File: config.mk
export PLATFORM = sky130hd
export DESIGN_NAME = integer_to_ascii_formatter_core
export DESIGN_NICKNAME = d
export VERILOG_FILES = /design/src/design/i2a_pkg.sv /design/src/design/integer_to_ascii_formatter_core.sv /design/src/design/i2a_ram.sv /design/src/design/i2a_dp.sv /design/src/design/i2a_ctrl.sv
export SDC_FILE = /design/constraint.sdc
export NUM_CORES = 1
export LEC_CHECK = 0
export BUFFER_PORTS_ARGS = -buffer_cell sky130_fd_sc_hd__buf_2
export CORE_ASPECT_RATIO = 0.8
export CORE_MARGIN = 1.5
export CORE_UTILIZATION = 60
export DETAILED_ROUTE_END_ITERATION = 12
export PLACE_DENSITY = 0.82
export SLEW_MARGIN = 20
export SYNTH_ARGS = -nofsm -noshare
export SYNTH_HDL_FRONTEND = slang
export SYNTH_SLANG_ARGS = --single-unit
export TNS_END_PERCENT = 10
File: constraint.sdc
create_clock -name clk -period 10.4 [get_ports clk]
set_input_delay 2.6 -clock clk [delete_from_list [all_inputs] [get_ports clk]]
set_output_delay 2.6 -clock clk [all_outputs]
set_load 0.02 [all_outputs]
File: src/design/i2a_pkg.sv
`timescale 1ns / 1ps
`default_nettype none
// ----------------------------------------------------------------------------
// i2a_pkg: shared types and constants of the integer-to-ASCII formatter
// Sizes, conversion kind codes, controller states, datapath command/status.
// ----------------------------------------------------------------------------
package i2a_pkg;

  localparam int VALUE_W      = 64;
  localparam int DIGIT_DEPTH  = 64;
  localparam int DADDR_W      = $clog2(DIGIT_DEPTH);
  localparam int MAX_WIDTH    = 64;
  localparam int CNT_W        = 7;
  localparam int SPACE_W      = 8;
  localparam int BCD_DIGITS   = 20;
  localparam int MAG_W        = 4 * BCD_DIGITS;
  localparam int DABBLE_STEPS = VALUE_W;
  localparam int STEP_W       = $clog2(DABBLE_STEPS);

  // Conversion kinds
  localparam logic [2:0] KIND_BIN  = 3'd0;
  localparam logic [2:0] KIND_SDEC = 3'd1;
  localparam logic [2:0] KIND_UDEC = 3'd2;
  localparam logic [2:0] KIND_OCT  = 3'd3;
  localparam logic [2:0] KIND_HEXL = 3'd4;
  localparam logic [2:0] KIND_HEXU = 3'd5;

  localparam logic [7:0] CHAR_ZERO  = 8'h30;
  localparam logic [7:0] CHAR_SPACE = 8'h20;
  localparam logic [7:0] CHAR_MINUS = 8'h2d;
  localparam logic [7:0] CHAR_LOW_A = 8'h61;
  localparam logic [7:0] CHAR_UP_A  = 8'h41;

  typedef enum logic [3:0] {
    ST_IDLE,
    ST_DABBLE,
    ST_MOVE,
    ST_EXTRACT,
    ST_SETUP,
    ST_SIGN_PRE,
    ST_PAD,
    ST_SIGN_POST,
    ST_DIGITS
  } state_t;

  typedef enum logic [1:0] {
    CH_MINUS,
    CH_PAD,
    CH_DIGIT
  } char_sel_t;

  typedef struct packed {
    logic      load;      // take the input word
    logic      dabble;    // one binary-to-BCD shift step
    logic      bcd_move;  // move BCD result into the magnitude register
    logic      extract;   // store one digit, shift magnitude
    logic      setup;     // compute pad count, fetch top digit
    logic      emit;      // load one character into the output register
    char_sel_t sel;       // which character to emit
  } dp_cmd_t;

  typedef struct packed {
    logic in_kind_ok;
    logic in_is_dec;
    logic dabble_last;
    logic mag_last;
    logic neg;
    logic zp;
    logic pad_zero;
    logic dcnt_one;
    logic space_zero;
    logic out_free;
  } dp_stat_t;

  // Map a digit value to its ASCII character
  function automatic logic [7:0] digit_char(input logic [3:0] d, input logic upper);
    logic [7:0] ch;
    if (d < 4'd10) begin
      ch = CHAR_ZERO + {4'd0, d};
    end else if (upper) begin
      ch = CHAR_UP_A + {4'd0, d} - 8'd10;
    end else begin
      ch = CHAR_LOW_A + {4'd0, d} - 8'd10;
    end
    return ch;
  endfunction

endpackage
`default_nettype wire

File: src/design/integer_to_ascii_formatter_core.sv
`timescale 1ns / 1ps
`default_nettype none
// ----------------------------------------------------------------------------
// integer_to_ascii_formatter_core: printf-style integer to ASCII conversion
// Binary, decimal, octal and hex with minimum width and space or zero padding.
//
//   channel  handshake            payload
//   in       in_valid / in_stall  kind, value, min_width, zero_pad, space_left
//   out      out_valid/out_stall  char_out, overflow, last
//
// Binary, octal and hex store one digit per cycle, then emit the characters
// one per cycle from the digit store read port while out is not stalled;
// decimal first runs the bit-serial binary-to-BCD shifter. Unknown kinds
// give no output.
// Reset is synchronous; the output register parts the sides, so a stall on
// out only holds emission, and in is stalled until a run completes.
// ----------------------------------------------------------------------------
module integer_to_ascii_formatter_core (
  input  wire logic                        clk,
  input  wire logic                        rst,
  input  wire logic                        in_valid,
  output logic                             in_stall,
  input  wire logic [2:0]                  kind,
  input  wire logic [i2a_pkg::VALUE_W-1:0] value,
  input  wire logic [i2a_pkg::CNT_W-1:0]   min_width,
  input  wire logic                        zero_pad,
  input  wire logic [i2a_pkg::SPACE_W-1:0] space_left,
  output logic                             out_valid,
  input  wire logic                        out_stall,
  output logic [7:0]                       char_out,
  output logic                             overflow,
  output logic                             last
);
  import i2a_pkg::*;

  dp_cmd_t  cmd;
  dp_stat_t st;

  i2a_ctrl u_ctrl (
    .clk     (clk),
    .rst     (rst),
    .in_valid(in_valid),
    .in_stall(in_stall),
    .st      (st),
    .cmd     (cmd)
  );

  i2a_dp u_dp (
    .clk       (clk),
    .rst       (rst),
    .cmd       (cmd),
    .st        (st),
    .kind      (kind),
    .value     (value),
    .min_width (min_width),
    .zero_pad  (zero_pad),
    .space_left(space_left),
    .out_valid (out_valid),
    .out_stall (out_stall),
    .char_out  (char_out),
    .overflow  (overflow),
    .last      (last)
  );

endmodule
`default_nettype wire

File: src/design/i2a_ram.sv
`timescale 1ns / 1ps
`default_nettype none
// ----------------------------------------------------------------------------
// i2a_ram: generic single-write, single-read RAM
// One write port, one read port with registered read data held when idle.
// ----------------------------------------------------------------------------
module i2a_ram #(
  parameter int WIDTH = 4,
  parameter int DEPTH = 64
) (
  input  wire logic                     clk,
  input  wire logic                     we,
  input  wire logic [$clog2(DEPTH)-1:0] waddr,
  input  wire logic [WIDTH-1:0]         wdata,
  input  wire logic                     re,
  input  wire logic [$clog2(DEPTH)-1:0] raddr,
  output logic      [WIDTH-1:0]         rdata
);

  logic [WIDTH-1:0] mem [DEPTH];

  // Write port
  always_ff @(posedge clk) begin
    if (we) begin
      mem[waddr] <= wdata;
    end
  end

  // Registered read, hold data when not reading
  always_ff @(posedge clk) begin
    if (re) begin
      rdata <= mem[raddr];
    end
  end

endmodule
`default_nettype wire

File: src/design/i2a_dp.sv
`timescale 1ns / 1ps
`default_nettype none
// ----------------------------------------------------------------------------
// i2a_dp: formatter datapath
// Magnitude and BCD registers, digit store, counters and output word register.
// ----------------------------------------------------------------------------
module i2a_dp (
  input  wire logic                            clk,
  input  wire logic                            rst,
  input  wire i2a_pkg::dp_cmd_t                cmd,
  output i2a_pkg::dp_stat_t                    st,
  input  wire logic [2:0]                      kind,
  input  wire logic [i2a_pkg::VALUE_W-1:0]     value,
  input  wire logic [i2a_pkg::CNT_W-1:0]       min_width,
  input  wire logic                            zero_pad,
  input  wire logic [i2a_pkg::SPACE_W-1:0]     space_left,
  output logic                                 out_valid,
  input  wire logic                            out_stall,
  output logic [7:0]                           char_out,
  output logic                                 overflow,
  output logic                                 last
);
  import i2a_pkg::*;

  logic [MAG_W-1:0]   mag;
  logic [MAG_W-1:0]   bcd;
  logic [STEP_W-1:0]  step;
  logic [CNT_W-1:0]   dcnt;
  logic [CNT_W-1:0]   pad;
  logic [SPACE_W-1:0] space;
  logic [CNT_W-1:0]   mw;
  logic               neg;
  logic               zp;
  logic [2:0]         kind_r;

  logic               in_neg;
  logic [VALUE_W-1:0] in_mag;
  logic [MAG_W-1:0]   bcd_adj;
  logic [MAG_W-1:0]   mag_shr;
  logic [3:0]         digit;
  logic [CNT_W:0]     used;
  logic [CNT_W:0]     mw_ext;
  logic [CNT_W-1:0]   pad_calc;
  logic               ram_we;
  logic               ram_re;
  logic [DADDR_W-1:0] ram_raddr;
  logic [3:0]         ram_rdata;
  logic               out_free;
  logic [7:0]         ch;

  // Input magnitude and sign
  assign in_neg = (kind == KIND_SDEC) && value[VALUE_W-1];
  assign in_mag = in_neg ? (VALUE_W'(0) - value) : value;

  // Add-3 correction on every BCD digit
  always_comb begin
    for (int i = 0; i < BCD_DIGITS; i++) begin
      bcd_adj[i*4 +: 4] = (bcd[i*4 +: 4] >= 4'd5) ? bcd[i*4 +: 4] + 4'd3 : bcd[i*4 +: 4];
    end
  end

  // Digit and shifted magnitude per base
  always_comb begin
    unique case (kind_r)
      KIND_BIN: begin
        digit   = {3'd0, mag[0]};
        mag_shr = mag >> 1;
      end
      KIND_OCT: begin
        digit   = {1'b0, mag[2:0]};
        mag_shr = mag >> 3;
      end
      default: begin
        digit   = mag[3:0];
        mag_shr = mag >> 4;
      end
    endcase
  end

  // Pad count from digits, sign and saturated width
  assign used     = {1'b0, dcnt} + {{CNT_W{1'b0}}, neg};
  assign mw_ext   = {1'b0, mw};
  assign pad_calc = (mw_ext > used) ? CNT_W'(mw_ext - used) : '0;

  // Working registers
  always_ff @(posedge clk) begin
    if (rst) begin
      step  <= '0;
      dcnt  <= '0;
      pad   <= '0;
      space <= '0;
    end else begin
      if (cmd.load) begin
        mag    <= MAG_W'(in_mag);
        bcd    <= '0;
        step   <= '0;
        dcnt   <= '0;
        neg    <= in_neg;
        zp     <= zero_pad;
        kind_r <= kind;
        space  <= space_left;
        mw     <= (min_width > CNT_W'(MAX_WIDTH)) ? CNT_W'(MAX_WIDTH) : min_width;
      end
      if (cmd.dabble) begin
        bcd  <= {bcd_adj[MAG_W-2:0], mag[VALUE_W-1]};
        mag  <= {mag[MAG_W-1:VALUE_W], mag[VALUE_W-2:0], 1'b0};
        step <= step + 1'b1;
      end
      if (cmd.bcd_move) begin
        mag <= bcd;
      end
      if (cmd.extract) begin
        mag <= mag_shr;
        if (dcnt < CNT_W'(DIGIT_DEPTH)) begin
          dcnt <= dcnt + 1'b1;
        end
      end
      if (cmd.setup) begin
        pad <= pad_calc;
      end
      // Advance counters on each character that fits
      if (cmd.emit && (space != '0)) begin
        space <= space - 1'b1;
        if (cmd.sel == CH_PAD) begin
          pad <= pad - 1'b1;
        end
        if (cmd.sel == CH_DIGIT) begin
          dcnt <= dcnt - 1'b1;
        end
      end
    end
  end

  // Digit store
  assign ram_we    = cmd.extract && (dcnt < CNT_W'(DIGIT_DEPTH));
  assign ram_re    = cmd.setup || (cmd.emit && (cmd.sel == CH_DIGIT));
  assign ram_raddr = cmd.setup ? DADDR_W'(dcnt - 1'b1) : DADDR_W'(dcnt - 2'd2);

  i2a_ram #(
    .WIDTH(4),
    .DEPTH(DIGIT_DEPTH)
  ) u_digits (
    .clk  (clk),
    .we   (ram_we),
    .waddr(dcnt[DADDR_W-1:0]),
    .wdata(digit),
    .re   (ram_re),
    .raddr(ram_raddr),
    .rdata(ram_rdata)
  );

  // Character select
  always_comb begin
    unique case (cmd.sel)
      CH_MINUS: ch = CHAR_MINUS;
      CH_PAD:   ch = zp ? CHAR_ZERO : CHAR_SPACE;
      CH_DIGIT: ch = digit_char(ram_rdata, kind_r == KIND_HEXU);
      default:  ch = '0;
    endcase
  end

  // Output word register
  assign out_free = !out_valid || !out_stall;

  always_ff @(posedge clk) begin
    if (rst) begin
      out_valid <= 1'b0;
    end else if (cmd.emit) begin
      out_valid <= 1'b1;
    end else if (!out_stall) begin
      out_valid <= 1'b0;
    end
  end

  always_ff @(posedge clk) begin
    if (cmd.emit) begin
      if (space == '0) begin
        char_out <= '0;
        overflow <= 1'b1;
        last     <= 1'b1;
      end else begin
        char_out <= ch;
        overflow <= 1'b0;
        last     <= (cmd.sel == CH_DIGIT) && (dcnt == CNT_W'(1));
      end
    end
  end

  // Status to the controller
  always_comb begin
    st.in_kind_ok  = (kind <= KIND_HEXU);
    st.in_is_dec   = (kind == KIND_SDEC) || (kind == KIND_UDEC);
    st.dabble_last = (step == STEP_W'(DABBLE_STEPS - 1));
    st.mag_last    = (mag_shr == '0);
    st.neg         = neg;
    st.zp          = zp;
    st.pad_zero    = (pad == '0);
    st.dcnt_one    = (dcnt == CNT_W'(1));
    st.space_zero  = (space == '0);
    st.out_free    = out_free;
  end

  a_dcnt_range: assert property (@(posedge clk) disable iff (rst)
    dcnt <= CNT_W'(DIGIT_DEPTH))
    else $error("digit count beyond store depth");

  a_digit_avail: assert property (@(posedge clk) disable iff (rst)
    (cmd.emit && (cmd.sel == CH_DIGIT)) |-> (dcnt != '0))
    else $error("digit emitted with empty store");

  a_space_dec: assert property (@(posedge clk) disable iff (rst)
    (cmd.emit && (space != '0)) |=> (space == $past(space) - 1'b1))
    else $error("space count did not advance");

endmodule
`default_nettype wire

File: src/design/i2a_ctrl.sv
`timescale 1ns / 1ps
`default_nettype none
// ----------------------------------------------------------------------------
// i2a_ctrl: formatter controller
// Sequences load, BCD conversion, digit extraction and character emission.
// ----------------------------------------------------------------------------
module i2a_ctrl (
  input  wire logic              clk,
  input  wire logic              rst,
  input  wire logic              in_valid,
  output logic                   in_stall,
  input  wire i2a_pkg::dp_stat_t st,
  output i2a_pkg::dp_cmd_t       cmd
);
  import i2a_pkg::*;

  state_t state;
  state_t state_next;
  logic   sign_pre;
  logic   sign_post;

  assign sign_pre  = st.neg && st.zp;
  assign sign_post = st.neg && !st.zp;

  always_ff @(posedge clk) begin
    if (rst) begin
      state <= ST_IDLE;
    end else begin
      state <= state_next;
    end
  end

  // Next state
  always_comb begin
    state_next = state;
    unique case (state)
      ST_IDLE: begin
        if (in_valid && st.in_kind_ok) begin
          state_next = st.in_is_dec ? ST_DABBLE : ST_EXTRACT;
        end
      end
      ST_DABBLE: begin
        if (st.dabble_last) state_next = ST_MOVE;
      end
      ST_MOVE: state_next = ST_EXTRACT;
      ST_EXTRACT: begin
        if (st.mag_last) state_next = ST_SETUP;
      end
      ST_SETUP: state_next = ST_SIGN_PRE;
      ST_SIGN_PRE: begin
        if (!sign_pre) begin
          state_next = ST_PAD;
        end else if (st.out_free) begin
          state_next = st.space_zero ? ST_IDLE : ST_PAD;
        end
      end
      ST_PAD: begin
        if (st.pad_zero) begin
          state_next = ST_SIGN_POST;
        end else if (st.out_free && st.space_zero) begin
          state_next = ST_IDLE;
        end
      end
      ST_SIGN_POST: begin
        if (!sign_post) begin
          state_next = ST_DIGITS;
        end else if (st.out_free) begin
          state_next = st.space_zero ? ST_IDLE : ST_DIGITS;
        end
      end
      ST_DIGITS: begin
        if (st.out_free && (st.space_zero || st.dcnt_one)) begin
          state_next = ST_IDLE;
        end
      end
      default: state_next = ST_IDLE;
    endcase
  end

  // Commands
  always_comb begin
    cmd      = '0;
    cmd.sel  = CH_MINUS;
    in_stall = 1'b1;
    unique case (state)
      ST_IDLE: begin
        in_stall = 1'b0;
        cmd.load = in_valid;
      end
      ST_DABBLE:  cmd.dabble   = 1'b1;
      ST_MOVE:    cmd.bcd_move = 1'b1;
      ST_EXTRACT: cmd.extract  = 1'b1;
      ST_SETUP:   cmd.setup    = 1'b1;
      ST_SIGN_PRE: begin
        cmd.emit = sign_pre && st.out_free;
        cmd.sel  = CH_MINUS;
      end
      ST_PAD: begin
        cmd.emit = !st.pad_zero && st.out_free;
        cmd.sel  = CH_PAD;
      end
      ST_SIGN_POST: begin
        cmd.emit = sign_post && st.out_free;
        cmd.sel  = CH_MINUS;
      end
      ST_DIGITS: begin
        cmd.emit = st.out_free;
        cmd.sel  = CH_DIGIT;
      end
      default: cmd = '0;
    endcase
  end

  a_ovf_ends: assert property (@(posedge clk) disable iff (rst)
    (cmd.emit && st.space_zero) |=> (state == ST_IDLE))
    else $error("run continued after overflow word");

  a_emit_free: assert property (@(posedge clk) disable iff (rst)
    cmd.emit |-> st.out_free)
    else $error("word emitted into a full output register");

  a_dabble_done: assert property (@(posedge clk) disable iff (rst)
    ((state == ST_DABBLE) && st.dabble_last) |=> (state == ST_MOVE))
    else $error("BCD conversion did not finish in place");

endmodule
`default_nettype wire

After elaboration in Yosys (flattened, before gate mapping)
Memory sizes are Yosys's and may differ from the RTL's. A register that Yosys moved wholly into a read port is not among the register bits.
Index checks and enable logic that the tools add are counted.
- word-level logic and storage cells: 212
- bits in registers: 215
- memories: 1
- output and inout port bits: 12
- input bits: 87
- RAM bits: 256
- memories (memory ; words ; width ; rd ports ; clocked after Yosys merged registers in ; write ports ; RTL line ; source):
    u_dp.u_digits.mem ; 64 ; 4 ; 1 ; 1 ; 1 ; i2a_ram.sv:20 ; logic [WIDTH-1:0] mem [DEPTH];
- bitwise operators: 1
- mux-type cells: 73
- reductions and logical operators: 37
- $lt $le $gt $ge: 25
- $add $sub $neg: 34
- eq/ne operators: 25
- operator list (kind ; number):
    $mux 80 ; 6
    $pmux 79 s2 ; 1
    $mux 4 ; 30
    $ge 4x3->1 const B ; 20
    $logic_not 80->1 ; 1
    $add 4x2->4 const B ; 19
    $mux 64 ; 1
    $sub 1x64->64 const A ; 1
    $mux 7 ; 9
    $pmux 4 s9 ; 1
    $mux 8 ; 4
    $pmux 8 s3 ; 1
    $mux 6 ; 3
    $add 7x4->8 const A ; 2
    $eq 4x3->1 const B ; 4
    $sub 8x4->8 const B ; 2
    $sub 7x1->7 const B ; 2
    $logic_and 1x1->1 ; 13
    $pmux 3 s4 ; 1
    $mux 1 ; 11
    $ne 3x2->1 const B ; 3
    $add 7x1->8 ; 1
    $eq 4x2->1 const B ; 2
    $gt 7x8->1 ; 1
    other kinds (42) ; 56

Longest topological paths before layout
Gate-level depths: netlist of run 1.
- depth in word-level cells: 7
- gate-level depth with buffers: 13
- gate-level depth less buffers: 12

Cells and area by module
From an unflattened synthesis of run 1, not the netlist that was laid out.
- cell total of the unflattened synthesis: 2583
- area total of the unflattened synthesis: 27640.3 µm²
- modules (own cells, without submodules) (module ; seq. area each (µm²) ; cells each ; instances ; area an instance (µm²)):
    i2a_dp ; 6015.8 ; 2000 ; 1 ; 16726.0
    i2a_ram ; 7807.5 ; 521 ; 1 ; 10447.5
    i2a_ctrl ; 80.1 ; 62 ; 1 ; 466.7

Worst setup path before layout of run 1
OpenSTA, ideal clock, no wires.
- path kind: in2reg
- from: input in_valid
- to: register u_dp.bcd[0], enable pin
- cell stages on the path: 4
- path buffers: 1
- library setup time: 519 ps
- path slack: 3444 ps
- arrival: 6437 ps
- path through: and3_1 clkbuf_1 nor2_1 nor2_1
- word-level cells in the longest chain between the ends: 3
- ends and longest elaborated chain (element ; RTL line ; source):
    from (decl) ; integer_to_ascii_formatter_core.sv:21 ; input wire logic in_valid,
    $mux 1 ; i2a_ctrl.sv:85 ; unique case (state)
    $reduce_bool 2->1 (no source line) ; -- ;
    $reduce_and 2->1 (no source line) ; -- ;
    to (signal assigned) ; i2a_dp.sv:105 ; bcd <= {bcd_adj[MAG_W-2:0], mag[VALUE_W-1]};
    to (decl) ; i2a_dp.sv:26 ; logic [MAG_W-1:0] bcd;
No other way between the ends.
A chain may end at the register's enable or synchronous reset.

Worst setup path after layout of run 1
- from: input value[8] in the netlist's numbering
- to: register u_dp.mag[57], data pin
- word-level cells in the longest chain between the ends: 6
- ends and longest elaborated chain (element ; RTL line ; source):
    from (decl) ; integer_to_ascii_formatter_core.sv:24 ; input wire logic [i2a_pkg::VALUE_W-1:0] value,
    $sub 1x64->64 ; i2a_dp.sv:53 ; assign in_mag = in_neg ? (VALUE_W'(0) - value) : value;
    $mux 64 ; i2a_dp.sv:53 ;
    $mux 80 ; i2a_dp.sv:93 ; if (cmd.load) begin
    $mux 80 ; i2a_dp.sv:104 ; if (cmd.dabble) begin
    $mux 80 ; i2a_dp.sv:109 ; if (cmd.bcd_move) begin
    $mux 80 ; i2a_dp.sv:112 ; if (cmd.extract) begin
    to (signal assigned) ; i2a_dp.sv:94 ; mag <= MAG_W'(in_mag);
    to (signal assigned) ; i2a_dp.sv:106 ; mag <= {mag[MAG_W-1:VALUE_W], mag[VALUE_W-2:0], 1'b0};
    to (signal assigned) ; i2a_dp.sv:113 ; mag <= mag_shr;
    to (decl) ; i2a_dp.sv:25 ; logic [MAG_W-1:0] mag;
No other way between the ends. The select of a mux whose other input is x is not followed.

==> results of run 1 <==
-- final cells by class --
class	instances	area, µm²
Antenna cell	1	2.50
Clock buffer	63	1280
Clock inverter	26	240
Fill cell	3383	15400
Inverter	89	334
Multi-Input combinational cell	2032	13200
Sequential cell	474	13900
Tap cell	612	766
Timing Repair Buffer	139	817
-- where the power goes --
group	internal (mW)	switching (mW)
logic	1.02	1.96
registers	2.62	0.393
clock network	0.928	0.788
total	4.56	3.14
-- layer usage --
layer	track usage (%)	vias up	part of all wire (%)
met5	0	-	0
met4	9.28	0	3.0
met3	9.20	253	15
met2	48.4	1793	42
met1	49.1	11402	40
li1	-	10540	-
-- state kept, by name, indices dropped and copies added, names as in the netlist --
| name | flops |
|---|---|
| u_ctrl.state | 4 |
| u_dp.bcd | 80 |
| u_dp.char_out | 7 |
| u_dp.dcnt | 7 |
| u_dp.kind_r | 3 |
| u_dp.last | 1 |
| u_dp.mag | 80 |
| u_dp.mw | 7 |
| u_dp.neg | 1 |
| u_dp.out_valid | 1 |
| u_dp.overflow | 1 |
| u_dp.pad | 7 |
| u_dp.space | 8 |
| u_dp.step | 6 |
| u_dp.u_digits.mem | 256 |
| u_dp.u_digits.rdata | 4 |
| u_dp.zp | 1 |
-- cell usage after synthesis, types with 45 or more instances --
master / n / area (µm²)
nand2b_1: 66 / 413
nor3_1: 82 / 410
o31ai_1: 54 / 405
nand2_1: 229 / 860
a22oi_1: 50 / 375
ha_1: 63 / 788
xor2_1: 58 / 508
mux2i_1: 117 / 1170
nand3_1: 71 / 355
inv_1: 85 / 319
o21ai_0: 118 / 591
edfxtp_1: 441 / 13200
nor2_1: 323 / 1210
xnor2_1: 51 / 447
clkbuf_1: 117 / 439
a21oi_1: 211 / 1060
a211oi_1: 67 / 503
o32ai_1: 45 / 394
o211ai_1: 45 / 338
-- final timing paths --
kind	from	end	slack, ns	cells past startpoint
worst max-delay path	value[8]	u_dp.mag[57]	5.30	9
worst min-delay path	u_dp.step[1]	u_dp.step[1]	0.50	2
worst max register to register	u_dp.dcnt[0]	u_dp.u_digits.rdata[1]	5.56	11
worst min register to register	u_dp.step[1]	u_dp.step[1]	0.50	2
-- tightest hold or removal path, stage by stage, from the launching register on --
cell and delay [ns]:
dfxtp_1 0.32, nand3_1 0.07, a21oi_1 0.06
-- cell families after synthesis --
kind of cell,count (synthesis)
buf+inv,285
xor+xnor,109
other cells,1
simple gates,922
fa+ha+maj,64
compound gates,782
flops,474
mux,154
-- per-stage QoR --
stage                     setup slack (ns)  util, %
after CTS                             5.43     66.4
after detailed placement              4.76     63.1
after floorplan                       3.44        -
after global routing                  5.13     66.5
after global placement                4.79     63.1
final                                 5.30     66.5
==> flow_summary.json, run 1 <==
{
  "outcome": "finished clean",
  "worst_setup_hold_path_clk_slew_ns": 0.06,
  "route.detailed.vias_per_inst": 6.98,
  "cts_hold_buffers": 0,
  "mappedNetlistNets": 2942,
  "finalInstanceArea_mm2": 0.0306,
  "clk_latency_ns": 0.63,
  "report.final.hold_viol_count": 0,
  "worstSetupEndpointType": "register",
  "postCtsSetupRepairBufs": 0,
  "die_h_um": 197,
  "min_path_type": "reg -> reg",
  "synth.cell_area_mm2": 0.0281,
  "finalCritPeriodShare_pct": 49.1,
  "tritoncts.num_buffers": 48,
  "antenna_found_initial": 1,
  "start_kind": "input port",
  "dieWidth_um": 245,
  "vdd.ir_drop.worst_v": 0.000166,
  "cap_violations": 0,
  "dp_hpwl_um": 53500,
  "postCtsResizedCells": 0,
  "tritoncts": "built",
  "finalSetupViolCount": 0,
  "holdWs_ns": 0.498,
  "synth_xor_xnor_area_share_pct": 3.39,
  "drv_slew": 0,
  "wl_per_cell_um": 23.9,
  "timing.critical_path.cells": "buf_2 > or4_1 > nor4_2 > and3_1 > nand4b_1 > nor3_1 > nor2_1 > o221ai_1 > o221ai_1",
  "wire_length_of_the_first_global_routing_pass_um": 125000,
  "ys_types": 83,
  "layout.nets": 2935,
  "critPathArrivalTime_ns": 5.46,
  "ys_seq_elements": 474,
  "dominant_combinational_cell_family_by_area_after_synthesis": "compound AO/OA/AOI/OAI gates",
  "worstMarginPinSlew_ns": 1.11,
  "place.gp.congestion": 0.983,
  "post_route_cells_drive_above_1_share_pct": 10.4,
  "timing.clock.skew_ns": 0.0378,
  "core_area_mm2": 0.0460,
  "ys_async_sr_fraction_pct": 0,
  "fp.dieArea_mm2": 0.0482,
  "crit_family": "simple AND/OR/NAND/NOR gates",
  "cts_root_buffer_type": "clkbuf_16",
  "clock_tree.htree_level_count": 2,
  "maximum_number_of_pins_on_one_net_before_global_route_repair": 196,
  "fin_total_pwr_mw": 7.70,
  "adder_and_majority_cell_fraction_of_the_synthesized_area_pct": 2.87,
  "initial_core_util_pct": 61.2,
  "cp_num_buf_inv": 1,
  "crit_path_max_fo": 8,
  "avgSynthCellArea_um2": 10.1,
  "drt.antenna.violating_nets": 0,
  "number_of_global_route_vias_before_repair": 22092,
  "drtPass1Iterations": 7,
  "rsz0062_at_grt": "no",
  "commonest_non_fill_non_tap_cells_in_the_layout": "edfxtp_1, nor2_1, nand2_1, a21oi_1, o21ai_0",
  "dr_vias": 23988,
  "worst-setup-path-type": "in -> reg",
  "initialDrtViolationCount": 4053,
  "cts.sink_count": 474,
  "grt.overflow.total": 0,
  "row_count": 70,
  "layout_min_cycle_time_ns": 5.10,
  "remaining_drc_errors": 0,
  "seq_area_frac_synth_pct": 49.4,
  "timing.critical_path.slowest_cell_delay_ns": 0.60,
  "timing.critical_path.mode_cell": "o221ai_1",
  "totalNegativeSetupSlack_ns": 0,
  "leakage_nw": 10.3,
  "dp_cells": 3346,
  "post_synth_and_or_nand_nor_area_fraction_pct": 15.4,
  "layout_overhead_on_the_synthesized_area_pct": 8.64,
  "number_of_standard_cells_in_the_layout_taps_in_and_fillers_out": 3436,
  "cts_buffer_depth": 3,
  "placement.io_buffers": 97,
  "muxShareOfSynthArea_pct": 6.45,
  "synthesis.instances": 2791,
  "layout_commonest_cell": "edfxtp_1",
  "slew_headroom_pct": 24.6,
  "synth_compound_gate_area_share_pct": 18.4,
  "yosysWarningCount": 0,
  "synth_edf_count": 441,
  "routed_wl_um": 82000,
  "cp_slowest_cell": "or4_1",
  "achievable-frequency_mhz": 196,
  "worst_ep_required_time_ns": 10.76,
  "power_density_mw_per_mm2": 252,
  "i_o_pin_count": 99,
  "synth_ff_type": "edfxtp_1",
  "post_dp_cell_area_mm2": 0.0290,
  "all_layer_gr_usage_pct": 33.4
}
(Power assumes the default switching activity.)
==> inputs of run 2 (changes only) <==
- CORE_UTILIZATION: 60 -> 57
- PLACE_DENSITY: 0.82 -> 0.81
- clock period: 10.4 -> 4.5 ns (I/O delays scaled with it)
==> flow_summary.json, run 2 (same netlist as run 1, synthesis figures left out) <==
{
  "dp_cells": 3393,
  "postLayoutCoreUtil_pct": 63.6,
  "clk_latency_ns": 0.60,
  "largest_register_ff_count": 256,
  "clockPowerShare_pct": 21.5,
  "grtUsageMet1_pct": 45.7,
  "leakage_nw": 10.4,
  "worstSetupEndpointType": "register",
  "antenna_found_initial": 1,
  "tritoncts": "built",
  "layout_overhead_on_the_synthesized_area_pct": 9.79,
  "remaining_drc_errors": 0,
  "row_count": 72,
  "met3_routing_resource_usage_after_global_routing_pct": 9.94,
  "drv_slew": 0,
  "worstMarginPinSlew_ns": 1.14,
  "layout_min_cycle_time_ns": 4.02,
  "multi_input_comb_area_mm2": 0.0132,
  "diodes": 0,
  "vdd.ir_drop.worst_v": 0.000333,
  "all_layer_gr_usage_pct": 31.8,
  "wl_per_cell_um": 23.7,
  "route.detailed.vias_per_inst": 6.91,
  "layout.filler_cells": 3591,
  "dr_vias": 24039,
  "cts_hold_buffers": 0,
  "report.final.hold_viol_count": 0,
  "area.sequential_mm2": 0.0139,
  "commonest_non_fill_non_tap_cells_in_the_layout": "edfxtp_1, nor2_1, nand2_1, a21oi_1, o21ai_0",
  "postCtsResizedCells": 0,
  "cts.sink_count": 474,
  "die_h_um": 202,
  "clock_tree.htree_level_count": 2,
  "worst_setup_hold_path_clk_slew_ns": 0.06,
  "layer_with_the_highest_usage": "met2",
  "number_of_global_route_vias_before_repair": 22422,
  "fp.dieArea_mm2": 0.0507,
  "layout.nets": 2964,
  "critPathArrivalTime_ns": 4.34,
  "holdWs_ns": 0.509,
  "dieWidth_um": 251,
  "min_path_type": "reg -> reg",
  "i_o_pin_count": 99,
  "power.share.combinational_pct": 40.2,
  "number_of_standard_cells_in_the_layout_taps_in_and_fillers_out": 3477,
  "routed_wl_um": 82400,
  "finalInstanceArea_mm2": 0.0309,
  "postCtsSetupRepairBufs": 0,
  "finalSetupViolCount": 0,
  "grt.overflow.total": 0,
  "worst_ep_required_time_ns": 4.83,
  "power_switching_share_pct": 40.3,
  "slew_headroom_pct": 23.5,
  "dp_hpwl_um": 55400,
  "power_frac_seq_pct": 38.3,
  "placement.io_buffers": 97,
  "rsz0062_at_grt": "no",
  "core_area_mm2": 0.0486,
  "drt.antenna.violating_nets": 0,
  "max_flop_register": "u_dp.u_digits.mem",
  "start_kind": "register",
  "fin_total_pwr_mw": 17.9,
  "switching_power_mw": 7.21,
  "power_density_mw_per_mm2": 579,
  "cts_root_buffer_type": "clkbuf_16",
  "worst-setup-path-type": "reg -> reg",
  "timing.critical_path.slowest_cell_delay_ns": 0.88,
  "tritoncts.num_buffers": 46,
  "cp_slowest_cell": "mux2i_4",
  "internal-power_mw": 10.7,
  "layout_top_registers": "u_dp.u_digits.mem (256), u_dp.bcd (80), u_dp.mag (80)",
  "layout_commonest_cell": "edfxtp_1",
  "timing.clock.skew_ns": 0.0251,
  "achievable-frequency_mhz": 249,
  "drtPass1Iterations": 7,
  "cap_violations": 0,
  "initial_core_util_pct": 57.9,
  "timing.critical_path.mode_cell": "a21oi_1",
  "initialDrtViolationCount": 3805,
  "crit_path_max_fo": 22,
  "cts_buffer_depth": 3,
  "timing.critical_path.cells": "nor4b_2 > mux2i_4 > buf_4 > mux4_2 > a22oi_1 > a21oi_1 > nor3_1 > a21oi_1",
  "outcome": "finished clean",
  "wire_length_of_the_first_global_routing_pass_um": 126000,
  "global_route.usage.met2_pct": 45.9,
  "post_dp_cell_area_mm2": 0.0294,
  "post_route_cells_drive_above_1_share_pct": 11.1,
  "maximum_number_of_pins_on_one_net_before_global_route_repair": 142,
  "finalCritPeriodShare_pct": 89.3,
  "place.gp.congestion": 0.955
}
run 2: worst paths after layout:
check / start / cells after the start / endpoint / slack (ns)
max: u_ctrl.state[2] / 8 / u_dp.u_digits.rdata[2] / 0.48
min: u_dp.step[4] / 2 / u_dp.step[4] / 0.51
max reg2reg: u_ctrl.state[2] / 8 / u_dp.u_digits.rdata[2] / 0.48
min reg2reg: u_dp.step[4] / 2 / u_dp.step[4] / 0.51
run 2: stage by stage:
| stage | worst slack, ns | setup TNS (ns) |
|---|---|---|
| floorplan | -0.783 | -50.10 |
| global placement | 0.479 | 0 |
| detailed placement | 0.363 | 0 |
| CTS | 0.689 | 0 |
| global route | 0.478 | 0 |
| finish | 0.483 | 0 |
run 2: power groups by stage:
stage / clock [mW] / combinational, mW / sequential, mW
6_report: 3.84 / 7.18 / 6.86
5_1_grt: 4.00 / 7.73 / 6.91
4_1_cts: 3.85 / 6.95 / 6.79
3_5_place_dp: 0 / 6.89 / 6.88
3_3_place_gp: 0 / 6.64 / 6.84
2_1_floorplan: 0 / 4.72 / 6.71
run 2: worst max-delay path, delay by kind of cell (launching register included):
family	cells	cell delay, ns
buf+inv	1	0.38
mux	2	1.28
flops	1	0.54
simple gates	2	1.06
compound gates	3	0.48
run 2: final cells by class:
cell class                      instances  area share (%)
Clock buffer                           62            4.05
Tap cell                              629            2.55
Clock inverter                         21           0.632
Sequential cell                       474            45.1
Inverter                               89            1.08
Multi-Input combinational cell       2032            42.8
Timing Repair Buffer                  170            3.86
run 2: layer usage:
layer	vias to the layer above	wire (µm)
li1	10608	-
met1	11520	32700
met2	1682	35300
met3	227	11900
met4	2	2480
met5	-	13
